$ cat src/sird_pkg.sv
package sird_pkg;

  // Input width and symbol table size
  localparam int VALUE_BITS  = 32;
  localparam int MAX_SYMBOLS = 16;

  // Configuration register widths
  localparam int RADIX_W = 5;
  localparam int SYM_W   = 64;
  localparam int CFG_W   = 64;
  localparam int CFG_IDX_W = 2;
  localparam int CHAR_W  = 8;

  // Full symbol table (low and high words together)
  localparam int TABLE_BYTES = (2 * SYM_W) / CHAR_W;

  // Digit and divider geometry
  localparam int DIG_W      = $clog2(MAX_SYMBOLS);
  localparam int STEP_BITS  = 8;
  localparam int CHUNKS     = (VALUE_BITS + STEP_BITS - 1) / STEP_BITS;
  localparam int MAG_W      = CHUNKS * STEP_BITS;
  localparam int CHUNK_W    = $clog2(CHUNKS + 1);
  localparam int MAX_DIGITS = VALUE_BITS;
  localparam int CNT_W      = $clog2(MAX_DIGITS + 1);

  localparam logic [CHAR_W-1:0] CH_MINUS = 8'h2D;
  localparam logic [CHAR_W-1:0] CH_PLUS  = 8'h2B;

  typedef enum logic [CFG_IDX_W-1:0] {
    REG_RADIX    = 2'd0,
    REG_SYM_LOW  = 2'd1,
    REG_SYM_HIGH = 2'd2
  } cfg_reg_t;

  typedef enum logic [3:0] {
    ST_IDLE = 4'b0001,
    ST_DIV  = 4'b0010,
    ST_SIGN = 4'b0100,
    ST_EMIT = 4'b1000
  } state_t;

endpackage

$ cat src/signed_integer_to_radix_digits_core.sv
// Flow: after accept, the shared divider works out the digits least significant first; then a '-'
//   for a negative value and one character per digit leave through the output register.
// Busy: a new value is taken only while idle, and busy drops as the last character goes out.
// Reset: rst_n low synchronously clears the sequencer, the strobe and all configuration registers
//   (radix 0, so no characters come out until configured); the receiver cannot stall the output.
module signed_integer_to_radix_digits_core (
  input  logic                            clk,
  input  logic                            rst_n,
  input  logic                            start,
  output logic                            busy,
  input  logic signed [31:0]              in_value,
  output logic                            out_valid,
  output logic [sird_pkg::CHAR_W-1:0]     out_char,
  output logic                            out_is_last,
  input  logic                            cfg_we,
  input  logic [sird_pkg::CFG_IDX_W-1:0]  cfg_index,
  input  logic [sird_pkg::CFG_W-1:0]      cfg_data
);
  import sird_pkg::*;

  // Configuration registers
  logic [RADIX_W-1:0] radix_r;
  logic [SYM_W-1:0]   sym_low_r;
  logic [SYM_W-1:0]   sym_high_r;

  // Sequencer and datapath
  state_t             state_r, state_nxt;
  logic [MAG_W-1:0]   work_r, work_nxt;
  logic [DIG_W-1:0]   rem_r, rem_nxt;
  logic [CHUNK_W-1:0] chunk_r, chunk_nxt;
  logic [CNT_W-1:0]   cnt_r, cnt_nxt;
  logic               neg_r, neg_nxt;
  logic [DIG_W-1:0]   stack_r   [MAX_DIGITS];
  logic [DIG_W-1:0]   stack_nxt [MAX_DIGITS];

  // Output register
  logic               out_valid_r, out_valid_nxt;
  logic [CHAR_W-1:0]  out_char_r, out_char_nxt;
  logic               out_last_r, out_last_nxt;

  logic [2*SYM_W-1:0] sym_tab;
  logic               sym_ok;
  logic               in_accept;

  logic [VALUE_BITS-1:0] raw;
  logic [VALUE_BITS-1:0] mag;

  // Divider step results
  logic [STEP_BITS-1:0] qbits;
  logic [DIG_W-1:0]     step_rem;
  logic [MAG_W-1:0]     work_shifted;

  assign sym_tab   = {sym_high_r, sym_low_r};
  assign busy      = (state_r != ST_IDLE);
  assign in_accept = start && !busy;

  // Symbol set check: range of the radix, forbidden bytes, and pairwise
  // uniqueness over the used part of the table. Config must only change while idle; the block does not enforce it.
  always_comb begin
    logic bad;
    logic [CHAR_W-1:0] ci;
    bad = (radix_r < RADIX_W'(2)) || (radix_r > RADIX_W'(MAX_SYMBOLS));
    for (int i = 0; i < TABLE_BYTES; i++) begin
      ci = sym_tab[i*CHAR_W +: CHAR_W];
      if (RADIX_W'(i) < radix_r) begin
        if (ci == '0 || ci == CH_MINUS || ci == CH_PLUS) begin
          bad = 1'b1;
        end
        for (int j = i + 1; j < TABLE_BYTES; j++) begin
          if (RADIX_W'(j) < radix_r && sym_tab[j*CHAR_W +: CHAR_W] == ci) begin
            bad = 1'b1;
          end
        end
      end
    end
    sym_ok = !bad;
  end

  // Magnitude in unsigned arithmetic; the most negative value maps to 2^(VALUE_BITS-1)
  assign raw = in_value[VALUE_BITS-1:0];
  assign mag = raw[VALUE_BITS-1] ? VALUE_BITS'(~raw + VALUE_BITS'(1)) : raw;

  // Shared divider: STEP_BITS restoring steps per cycle on the top bits of work_r.
  // Quotient bits shift in at the bottom as dividend bits leave the top.
  always_comb begin
    logic [RADIX_W-1:0] t;
    logic [DIG_W-1:0]   r;
    r     = rem_r;
    qbits = '0;
    for (int k = 0; k < STEP_BITS; k++) begin
      t = {r, work_r[MAG_W-1-k]};
      if (t >= radix_r) begin
        qbits[STEP_BITS-1-k] = 1'b1;
        r = DIG_W'(t - radix_r);
      end else begin
        r = DIG_W'(t);
      end
    end
    step_rem     = r;
    work_shifted = (work_r << STEP_BITS) | MAG_W'(qbits);
  end

  // Sequencer
  always_comb begin
    state_nxt     = state_r;
    work_nxt      = work_r;
    rem_nxt       = rem_r;
    chunk_nxt     = chunk_r;
    cnt_nxt       = cnt_r;
    neg_nxt       = neg_r;
    stack_nxt     = stack_r;
    out_valid_nxt = 1'b0;
    out_char_nxt  = out_char_r;
    out_last_nxt  = 1'b0;

    case (state_r)
      ST_IDLE: begin
        // Drop the transaction silently when the symbol set is invalid
        if (in_accept && sym_ok) begin
          work_nxt  = MAG_W'(mag);
          neg_nxt   = raw[VALUE_BITS-1];
          rem_nxt   = '0;
          chunk_nxt = '0;
          cnt_nxt   = '0;
          state_nxt = ST_DIV;
        end
      end

      ST_DIV: begin
        work_nxt  = work_shifted;
        rem_nxt   = step_rem;
        chunk_nxt = chunk_r + CHUNK_W'(1);
        if (chunk_r == CHUNK_W'(CHUNKS - 1)) begin
          // Digit done: push the remainder, restart on the quotient
          stack_nxt[0] = step_rem;
          for (int i = 1; i < MAX_DIGITS; i++) begin
            stack_nxt[i] = stack_r[i-1];
          end
          cnt_nxt   = cnt_r + CNT_W'(1);
          rem_nxt   = '0;
          chunk_nxt = '0;
          if (work_shifted == '0) begin
            state_nxt = neg_r ? ST_SIGN : ST_EMIT;
          end
        end
      end

      ST_SIGN: begin
        out_valid_nxt = 1'b1;
        out_char_nxt  = CH_MINUS;
        out_last_nxt  = 1'b0;
        state_nxt     = ST_EMIT;
      end

      ST_EMIT: begin
        // Pop the most significant digit from the top of the stack
        out_valid_nxt = 1'b1;
        out_char_nxt  = sym_tab[stack_r[0]*CHAR_W +: CHAR_W];
        out_last_nxt  = (cnt_r == CNT_W'(1));
        for (int i = 0; i < MAX_DIGITS - 1; i++) begin
          stack_nxt[i] = stack_r[i+1];
        end
        stack_nxt[MAX_DIGITS-1] = '0;
        cnt_nxt = cnt_r - CNT_W'(1);
        if (cnt_r == CNT_W'(1)) begin
          state_nxt = ST_IDLE;
        end
      end

      default: begin
        state_nxt = ST_IDLE;
      end
    endcase
  end

  // Control state
  always_ff @(posedge clk) begin
    if (!rst_n) begin
      state_r     <= ST_IDLE;
      out_valid_r <= 1'b0;
      cnt_r       <= '0;
    end else begin
      state_r     <= state_nxt;
      out_valid_r <= out_valid_nxt;
      cnt_r       <= cnt_nxt;
    end
  end

  // Configuration registers; writes to unknown indexes are ignored
  always_ff @(posedge clk) begin
    if (!rst_n) begin
      radix_r    <= '0;
      sym_low_r  <= '0;
      sym_high_r <= '0;
    end else if (cfg_we) begin
      case (cfg_index)
        REG_RADIX:    radix_r    <= cfg_data[RADIX_W-1:0];
        REG_SYM_LOW:  sym_low_r  <= cfg_data[SYM_W-1:0];
        REG_SYM_HIGH: sym_high_r <= cfg_data[SYM_W-1:0];
        default: begin
        end
      endcase
    end
  end

  // Payload registers
  always_ff @(posedge clk) begin
    work_r     <= work_nxt;
    rem_r      <= rem_nxt;
    chunk_r    <= chunk_nxt;
    neg_r      <= neg_nxt;
    stack_r    <= stack_nxt;
    out_char_r <= out_char_nxt;
    out_last_r <= out_last_nxt;
  end

  assign out_valid   = out_valid_r;
  assign out_char    = out_char_r;
  assign out_is_last = out_last_r;

  // A character only follows a sign or emit cycle
  a_out_from_emit: assert property (@(posedge clk) disable iff (!rst_n)
    out_valid |-> $past(state_r == ST_SIGN || state_r == ST_EMIT))
    else $error("character strobe without emit cycle");

  // Last flag only rides on a strobe
  a_last_valid: assert property (@(posedge clk) disable iff (!rst_n)
    out_is_last |-> out_valid)
    else $error("last flag without strobe");

  // A transaction with an invalid symbol set leaves the block idle
  a_invalid_drop: assert property (@(posedge clk) disable iff (!rst_n)
    (in_accept && !sym_ok) |=> !busy)
    else $error("invalid symbol set started a conversion");

  // Digit count never exceeds the stack depth
  a_cnt_bound: assert property (@(posedge clk) disable iff (!rst_n)
    cnt_r <= CNT_W'(MAX_DIGITS))
    else $error("digit stack overflow");

  // Emission ends with the last flag as the sequencer goes idle
  a_end_last: assert property (@(posedge clk) disable iff (!rst_n)
    (state_r == ST_EMIT && state_nxt == ST_IDLE) |=> (out_valid && out_is_last))
    else $error("run ended without last flag");

endmodule

$ cat config.mk
export PLATFORM = sky130hd
export DESIGN_NAME = signed_integer_to_radix_digits_core
export DESIGN_NICKNAME = d
export VERILOG_FILES = /design/src/sird_pkg.sv /design/src/signed_integer_to_radix_digits_core.sv
export SDC_FILE = /design/constraint.sdc
export NUM_CORES = 2
export LEC_CHECK = 0
export BUFFER_PORTS_ARGS = -buffer_cell sky130_fd_sc_hd__buf_2
export CAP_MARGIN = 20
export CORE_UTILIZATION = 52
export CTS_CLUSTER_DIAMETER = 40
export DETAILED_ROUTE_END_ITERATION = 10
export PLACE_DENSITY_LB_ADDON = 0.3
export SYNTH_ARGS = -nofsm -noshare
export SYNTH_HDL_FRONTEND = slang
export SYNTH_SLANG_ARGS = --single-unit
$ cat constraint.sdc
create_clock -name clk -period 30.8 [get_ports clk]
set_clock_uncertainty 0.2 [all_clocks]
set_input_delay 6.16 -clock clk [delete_from_list [all_inputs] [get_ports clk]]
set_output_delay 6.16 -clock clk [all_outputs]
set_load 0.1 [all_outputs]
=== After elaboration in Yosys (flattened, before gate mapping) ===
Index checks and enable logic that the tools add are counted.

* Memory bits (writable): 0
* Bits in latches: 0
* Register bits after elaboration: 321
* Memories kept: 0
* ROM bits: 0
* Input bits: 102

* Reductions and logical operators: 188
* Eq/ne operators: 165
* $mul: 0
* Multiplexer cells: 190
* Shift-type cells: 1
* Bitwise logic cells: 2
* Add/sub/neg operators: 12
* Divide/modulo/power cells: 0
* $lt $le $gt $ge: 26

{| class="wikitable"
|+ Operator list
! kind !! count
|-
| 8-bit equality test || 120
|-
| 8-bit by 6-bit equality test with 1-bit output, second input constant || 32
|-
| 128-bit one-hot mux with 2 select lines || 1
|-
| 1-bit 2-to-1 mux || 161
|-
| 8-bit logical NOT || 16
|-
| 128-bit 2-to-1 mux || 1
|-
| 128-bit by 8-bit indexed part select with 8-bit output || 1
|-
| 1-bit logical AND || 122
|-
| 32-bit 2-to-1 mux || 2
|-
| 32-bit one-hot mux with 2 select lines || 1
|-
| 4-bit 2-to-1 mux || 15
|-
| 5-bit >= comparator || 8
|-
| 4-bit by 5-bit < comparator with 1-bit output, first input constant || 8
|-
| 1-bit logical OR || 33
|-
| 32-bit by 1-bit adder with 32-bit output, second input constant || 1
|-
| 32-bit logical NOT || 1
|-
| 32-bit NOT || 1
|-
| 32-bit by 8-bit bitwise OR with 32-bit output || 1
|-
| 4-bit subtractor || 8
|-
| 3-bit by 5-bit < comparator with 1-bit output, first input constant || 4
|-
| 6-bit one-hot mux with 3 select lines || 1
|-
| 4-bit one-hot mux with 4 select lines || 1
|-
| 8-bit one-hot mux with 2 select lines || 1
|-
| 6-bit 2-to-1 mux || 2
|-
| other kinds (28) || 42
|}

=== Depth between registers and ports, before layout ===
* Word-level depth: 159
* Depth in mapped cells: 77
* Gate-level depth less buffers: 73

=== Worst setup path before layout ===
Ideal clock, no wire load.

* Path type: register to register
* Start point: register radix_r[1]
* End point: register state_r[3]
* Period minus slack after synthesis: 13.578 ns
* Cell stages (with the launch flop): 74
* Path buffers: 4
* Path slack: 17.222 ns
* Arrival time: 13.321 ns
* Path through: dfxtp_1 -> buf_2 -> inv_1 -> ha_1 -> nor2b_1 -> o21ai_0 -> nand2b_1 -> a31o_2 -> a21o_1 -> a21o_1 -> clkbuf_1 -> mux2i_1 -> ha_1 -> a21o_1 -> a21o_1 -> a21o_1 -> a21o_1 -> o21ai_0 -> [38 not listed] -> nand2b_1 -> a31o_2 -> a21o_1 -> a21o_1 -> o21ai_0 -> inv_1 -> ha_1 -> nor2b_1 -> o21ai_0 -> nand2b_1 -> a31o_2 -> a21o_1 -> a21o_1 -> clkbuf_1 -> nor3_1 -> a31oi_1 -> nor4_1 -> o21a_1

* Cells in the longest elaborated chain, start to end: 158
* Elaborated cells between the ends (all ways): 328
* Classes of those cells: add/sub (7); order compare (26); eq/ne (2); mux (167); bitwise (1); reduce/logical (125)

{| class="wikitable"
|+ RTL lines
! item !! RTL line !! RTL
|-
| start, declared || signed_integer_to_radix_digits_core.sv:22 || <nowiki>logic [RADIX_W-1:0] radix_r;</nowiki>
|-
| start signal, assigned || signed_integer_to_radix_digits_core.sv:197 || <nowiki>REG_RADIX: radix_r <= cfg_data[RADIX_W-1:0];</nowiki>
|-
| 5-bit by 2-bit < comparator with 1-bit output / 5-bit > comparator (equally long branches) || signed_integer_to_radix_digits_core.sv:62 || <nowiki>bad = (radix_r < RADIX_W'(2)) || (radix_r > RADIX_W'(MAX_SYMBOLS));</nowiki>
|-
| 1-bit logical OR || signed_integer_to_radix_digits_core.sv:62 ||
|-
| 1-bit 2-to-1 mux || signed_integer_to_radix_digits_core.sv:66 || <nowiki>if (ci == '0 || ci == CH_MINUS || ci == CH_PLUS) begin</nowiki>
|-
| 1-bit 2-to-1 mux (15 in a row) || signed_integer_to_radix_digits_core.sv:70 || <nowiki>if (RADIX_W'(j) < radix_r && sym_tab[j*CHAR_W +: CHAR_W] == ci) begin</nowiki>
|-
| 1-bit 2-to-1 mux || signed_integer_to_radix_digits_core.sv:65 || <nowiki>if (RADIX_W'(i) < radix_r) begin</nowiki>
|-
| 1-bit 2-to-1 mux || signed_integer_to_radix_digits_core.sv:66 ||
|-
| 1-bit 2-to-1 mux (14 in a row) || signed_integer_to_radix_digits_core.sv:70 ||
|-
| 1-bit 2-to-1 mux || signed_integer_to_radix_digits_core.sv:65 ||
|-
| [115 not listed] || - ||
|-
| 1-bit 2-to-1 mux || signed_integer_to_radix_digits_core.sv:70 ||
|-
| 1-bit 2-to-1 mux || signed_integer_to_radix_digits_core.sv:65 ||
|-
| 1-bit 2-to-1 mux || signed_integer_to_radix_digits_core.sv:66 ||
|-
| 1-bit 2-to-1 mux || signed_integer_to_radix_digits_core.sv:65 ||
|-
| 1-bit logical NOT || signed_integer_to_radix_digits_core.sv:76 || <nowiki>sym_ok = !bad;</nowiki>
|-
| 1-bit logical AND || signed_integer_to_radix_digits_core.sv:119 || <nowiki>if (in_accept && sym_ok) begin</nowiki>
|-
| 2-bit != test (no source line) || - ||
|-
| 4-bit AND reduction (no source line) (*) || - ||
|-
| end signal, assigned || signed_integer_to_radix_digits_core.sv:183 || <nowiki>state_r <= state_nxt;</nowiki>
|-
| end, declared || signed_integer_to_radix_digits_core.sv:27 || <nowiki>state_t state_r, state_nxt;</nowiki>
|}

Every way passes the cells marked *; elsewhere a longest branch is shown, timed or not.
A chain may end at the register's enable or synchronous reset.

=== Final worst setup path ===
* Start point: register radix_r[1]
* End point: register state_r[2]

Same word-level chain as after synthesis.

==> results.toml <==
[logic_synthesis]
synth_enable_flop_cells = 176
yosys_warnings = 0
postSynth.topFlopCell = "sky130_fd_sc_hd__edfxtp_1"
synth_cells = 3420
cell_area_synth_um2 = 28700
ys_types = 66
ys_seq_elements = 321
synth.yosys.seq_area_share = 0.285
synthArstFlopShare = 0
synth_nets = 3576
syn_area_per_cell_um2 = 8.40

[floorplanning]
die_w_um = 237
dieArea_um2 = 56200
placeableCoreArea_um2 = 54200
die_height_um = 237
initial_core_utilization = 0.529
pin_count = 113
core.rowCount = 85

[worst_setup_path]
critPathArrivalTime_ns = 16.00
timing.critical_path.mode_cell = "sky130_fd_sc_hd__a21o_1"
worst_r2r_path_depth = 68
critPathMaxFanout = 16
r2r-start = "radix_r[1]"
worstSetupEndpointType = "flip-flop"
crit_type = "flip-flop to flip-flop"
cpMaxStageDelayCell = "sky130_fd_sc_hd__dfxtp_1"
max_stage_delay_ns = 0.97
r2r-end = "state_r[2]"
critical_path.startpoint_type = "flip-flop"
worstSetupStartpoint = "radix_r[1]"
timing.critical_path.required_ns = 31.09
setup.reg_to_reg.worst_slack_ns = 15.09

[timing]
final-max-slew-violation-count = 0
period_share = 0.510
grt_setup_unrepaired = "no"
setup_ws_ns = 15.09
min_period_ns = 15.71
setup-tns-final_ns = 0
final-setup-viol-count = 0
slew_headroom = 0.167
hold_viol = 0
timing.fmax_mhz = 63.6
worst_pin_slew_ns = 1.25

[global_route]
grt_antenna_before_repair = 14
vias_in_the_first_global_route = 24400
gr-total-overflow = 0
grt_pass1_wl_mm = 149
grt_max_degree = 100
globalRouteTotalUtil = 0.346

[cts]
cts_post_setup_buffers_inserted = 0
clock_sink_count = 321
clock_tree.htree_level_count = 2
clock_insertion_delay_worst_skew_ns = 0.63
cts_tree = "built"
cts_max_path_buffers = 3
postCtsHoldBufs = 0
cells_resized_by_post_cts_repair = 0
worst_setup_hold_path_clk_slew_ns = 0.05
cts_root_buf = "sky130_fd_sc_hd__clkbuf_16"
number_of_buffers_created_by_cts = 49

[detailed_routing]
detail_route.wirelength.met1_mm = 37.1
detailroute.wirelength.met3_mm = 12.5
num_vias = 25900
met2_wirelength_mm = 42.2
drc = 0
drt_pre_antenna_iters = 9
drt_wl_total_mm = 98.7
route.detailed.wl_per_inst_um = 24.0
route.top_layer_used = "met5"
postRouteAntennaNets = 0
drt_first_iter_violations = 3284
viasPerCell = 6.31

[worst_hold_path]
hold-path-endpoint = "sym_high_r[31]"
hold_path_startpoint = "sym_high_r[31]"
hold_path_depth = 2
min-delay-path-class = "flip-flop to flip-flop"

[power]
irDropWorstVdd_mv = 0.0600
powerDensity_nw_per_um2 = 49.8
switching_share = 0.335
cellLeakagePower_uw = 0.0138
power.share.combinational = 0.337
p_int_uw = 1030
seq_power_share = 0.306
power.share.clock = 0.357
netSwitchingPower_uw = 521

[finish]
nNetsFinal = 3520
fin_area_um2 = 31200
ratio_of_cells_with_drive_above_1_in_the_final_layout = 0.124
flow.area_growth_from_synthesis_pct = 8.68

[placed_design]
portBuffers = 112
dpl.hpwl_mm = 60.3
place.gp.congestion = 1.10
placed_cell_area_um2 = 29500
place_ws_ns = 15.26

[outcome]
outcome = "finished, final reports clean"

[job]
drv.max_cap_violation_count = 0
## state kept, by name (all words and copies together), names as in the netlist
signal       count
work_r          32
chunk_r          3
stack_r        128
rem_r            4
sym_low_r       64
out_char         8
radix_r          5
sym_high_r      64
cnt_r            6
out_is_last      1
state_r          4
out_valid        1
neg_r            1
## routing by layer
layer	global-route usage	vias up
met1	0.428	12200
li1	-	11500
met3	0.120	563
met4	0.202	20
met2	0.521	1700
met5	0.0165	-
## cells in the final DEF (no fill, tap or decap), drive strengths merged, types with 8 or more instances in the layout
cell type / synthesis / final
clkinv: 3 / 12
mux2i: 10 / 10
clkinvlp: 0 / 12
dfxtp: 145 / 145
nand3b: 8 / 8
fa: 8 / 8
inv: 29 / 39
o22ai: 13 / 13
o21ai: 70 / 70
o31ai: 15 / 15
nor2b: 15 / 15
buf: 270 / 261
edfxtp: 176 / 176
nor4: 141 / 141
or4: 23 / 23
a21oi: 158 / 158
nor2: 45 / 45
nor3: 68 / 68
nand2: 686 / 686
a31oi: 30 / 30
a21o: 17 / 17
mux4: 40 / 40
nand4: 130 / 130
nand3: 55 / 55
o41ai: 8 / 8
xnor2: 467 / 467
xor2: 557 / 557
ha: 46 / 46
nand2b: 12 / 12
mux2: 16 / 16
clkbuf: 99 / 57
## cells in the mapped netlist (all sizes together), types with 4 or more instances
cell type    n  share of area
nand2      686          0.090
xor2       557           0.17
xnor2      467           0.14
buf        270          0.049
edfxtp     176           0.18
a21oi      158          0.028
dfxtp      145           0.10
nor4       141          0.031
nand4      130          0.028
clkbuf      99          0.013
o21ai       70          0.012
nor3        68          0.012
nand3       55         0.0096
ha          46          0.020
nor2        45         0.0061
mux4        40          0.031
a31oi       30         0.0065
inv         29         0.0038
or4         23         0.0060
a21o        17         0.0044
mux2        16         0.0063
nor2b       15         0.0033
o31ai       15         0.0039
o22ai       13         0.0028
nand2b      12         0.0026
mux2i       10         0.0035
fa           8         0.0056
nand3b       8         0.0021
o41ai        8         0.0024
and2         6         0.0013
a41oi        5         0.0015
a221oi       4         0.0014
a311oi       4         0.0018
or3          4        0.00087
## per-stage QoR
stage               power (uW)  hold WS [ns]  utilization  std cells
CTS                       1550         0.254        0.575       4097
finish                    1550         0.255        0.575       4106
detailed placement         990         0.247        0.544       4006
floorplan                  887         0.263            -       3420
global route              1640         0.269        0.575       4102
global placement           976         0.243        0.544       4006
## worst max-delay path by stage
| stage | depth (start not counted) | to |
|---|---|---|
| 2_1_floorplan | 73 | state_r[3] |
| 3_3_place_gp | 69 | state_r[3] |
| 3_5_place_dp | 69 | state_r[3] |
| 4_1_cts | 69 | state_r[3] |
| 5_1_grt | 69 | state_r[3] |
| 6_report | 68 | state_r[2] |
## critical path: cells and delay by family, from the launching register on
kind	cells	cell delay, ns
AOI/OAI and AO/OA	34	7.73
and+or+nand+nor	16	2.19
adders and majority gates	8	2.40
DFF	1	0.97
muxes	3	1.02
buffers and inverters	7	1.04
## kinds of logic (layout without fill, tap and decap cells)
family          count (synthesis)  in the layout  share of synthesized area
flops                         321            321                      0.285
compound gates                349            349                     0.0730
buf+inv                       401            385                     0.0662
simple gates                 1205           1205                      0.196
other cells                     0              6                          0
mux                            66             66                     0.0411
fa+ha+maj                      54             54                     0.0256
xor+xnor                     1024           1024                      0.312
## cell type report
cell class                 count  area [um2]
antenna                        6        15.0
clock buffer                  56        1270
clock inverter                35         377
fill                        4868       23000
inverter                      32         140
multi-input combinational   2698       18700
sequential                   321        8190
tap                          696         871
timing repair buffer         262        1680
## power groups by stage
stage	Sequential, uW	Combinational, uW	Clock (uW)
2_1_floorplan	476	410	0
3_3_place_gp	484	492	0
3_5_place_dp	484	505	0
4_1_cts	475	512	564
5_1_grt	476	574	585
6_report	476	523	555
(Power assumes the default switching activity.)
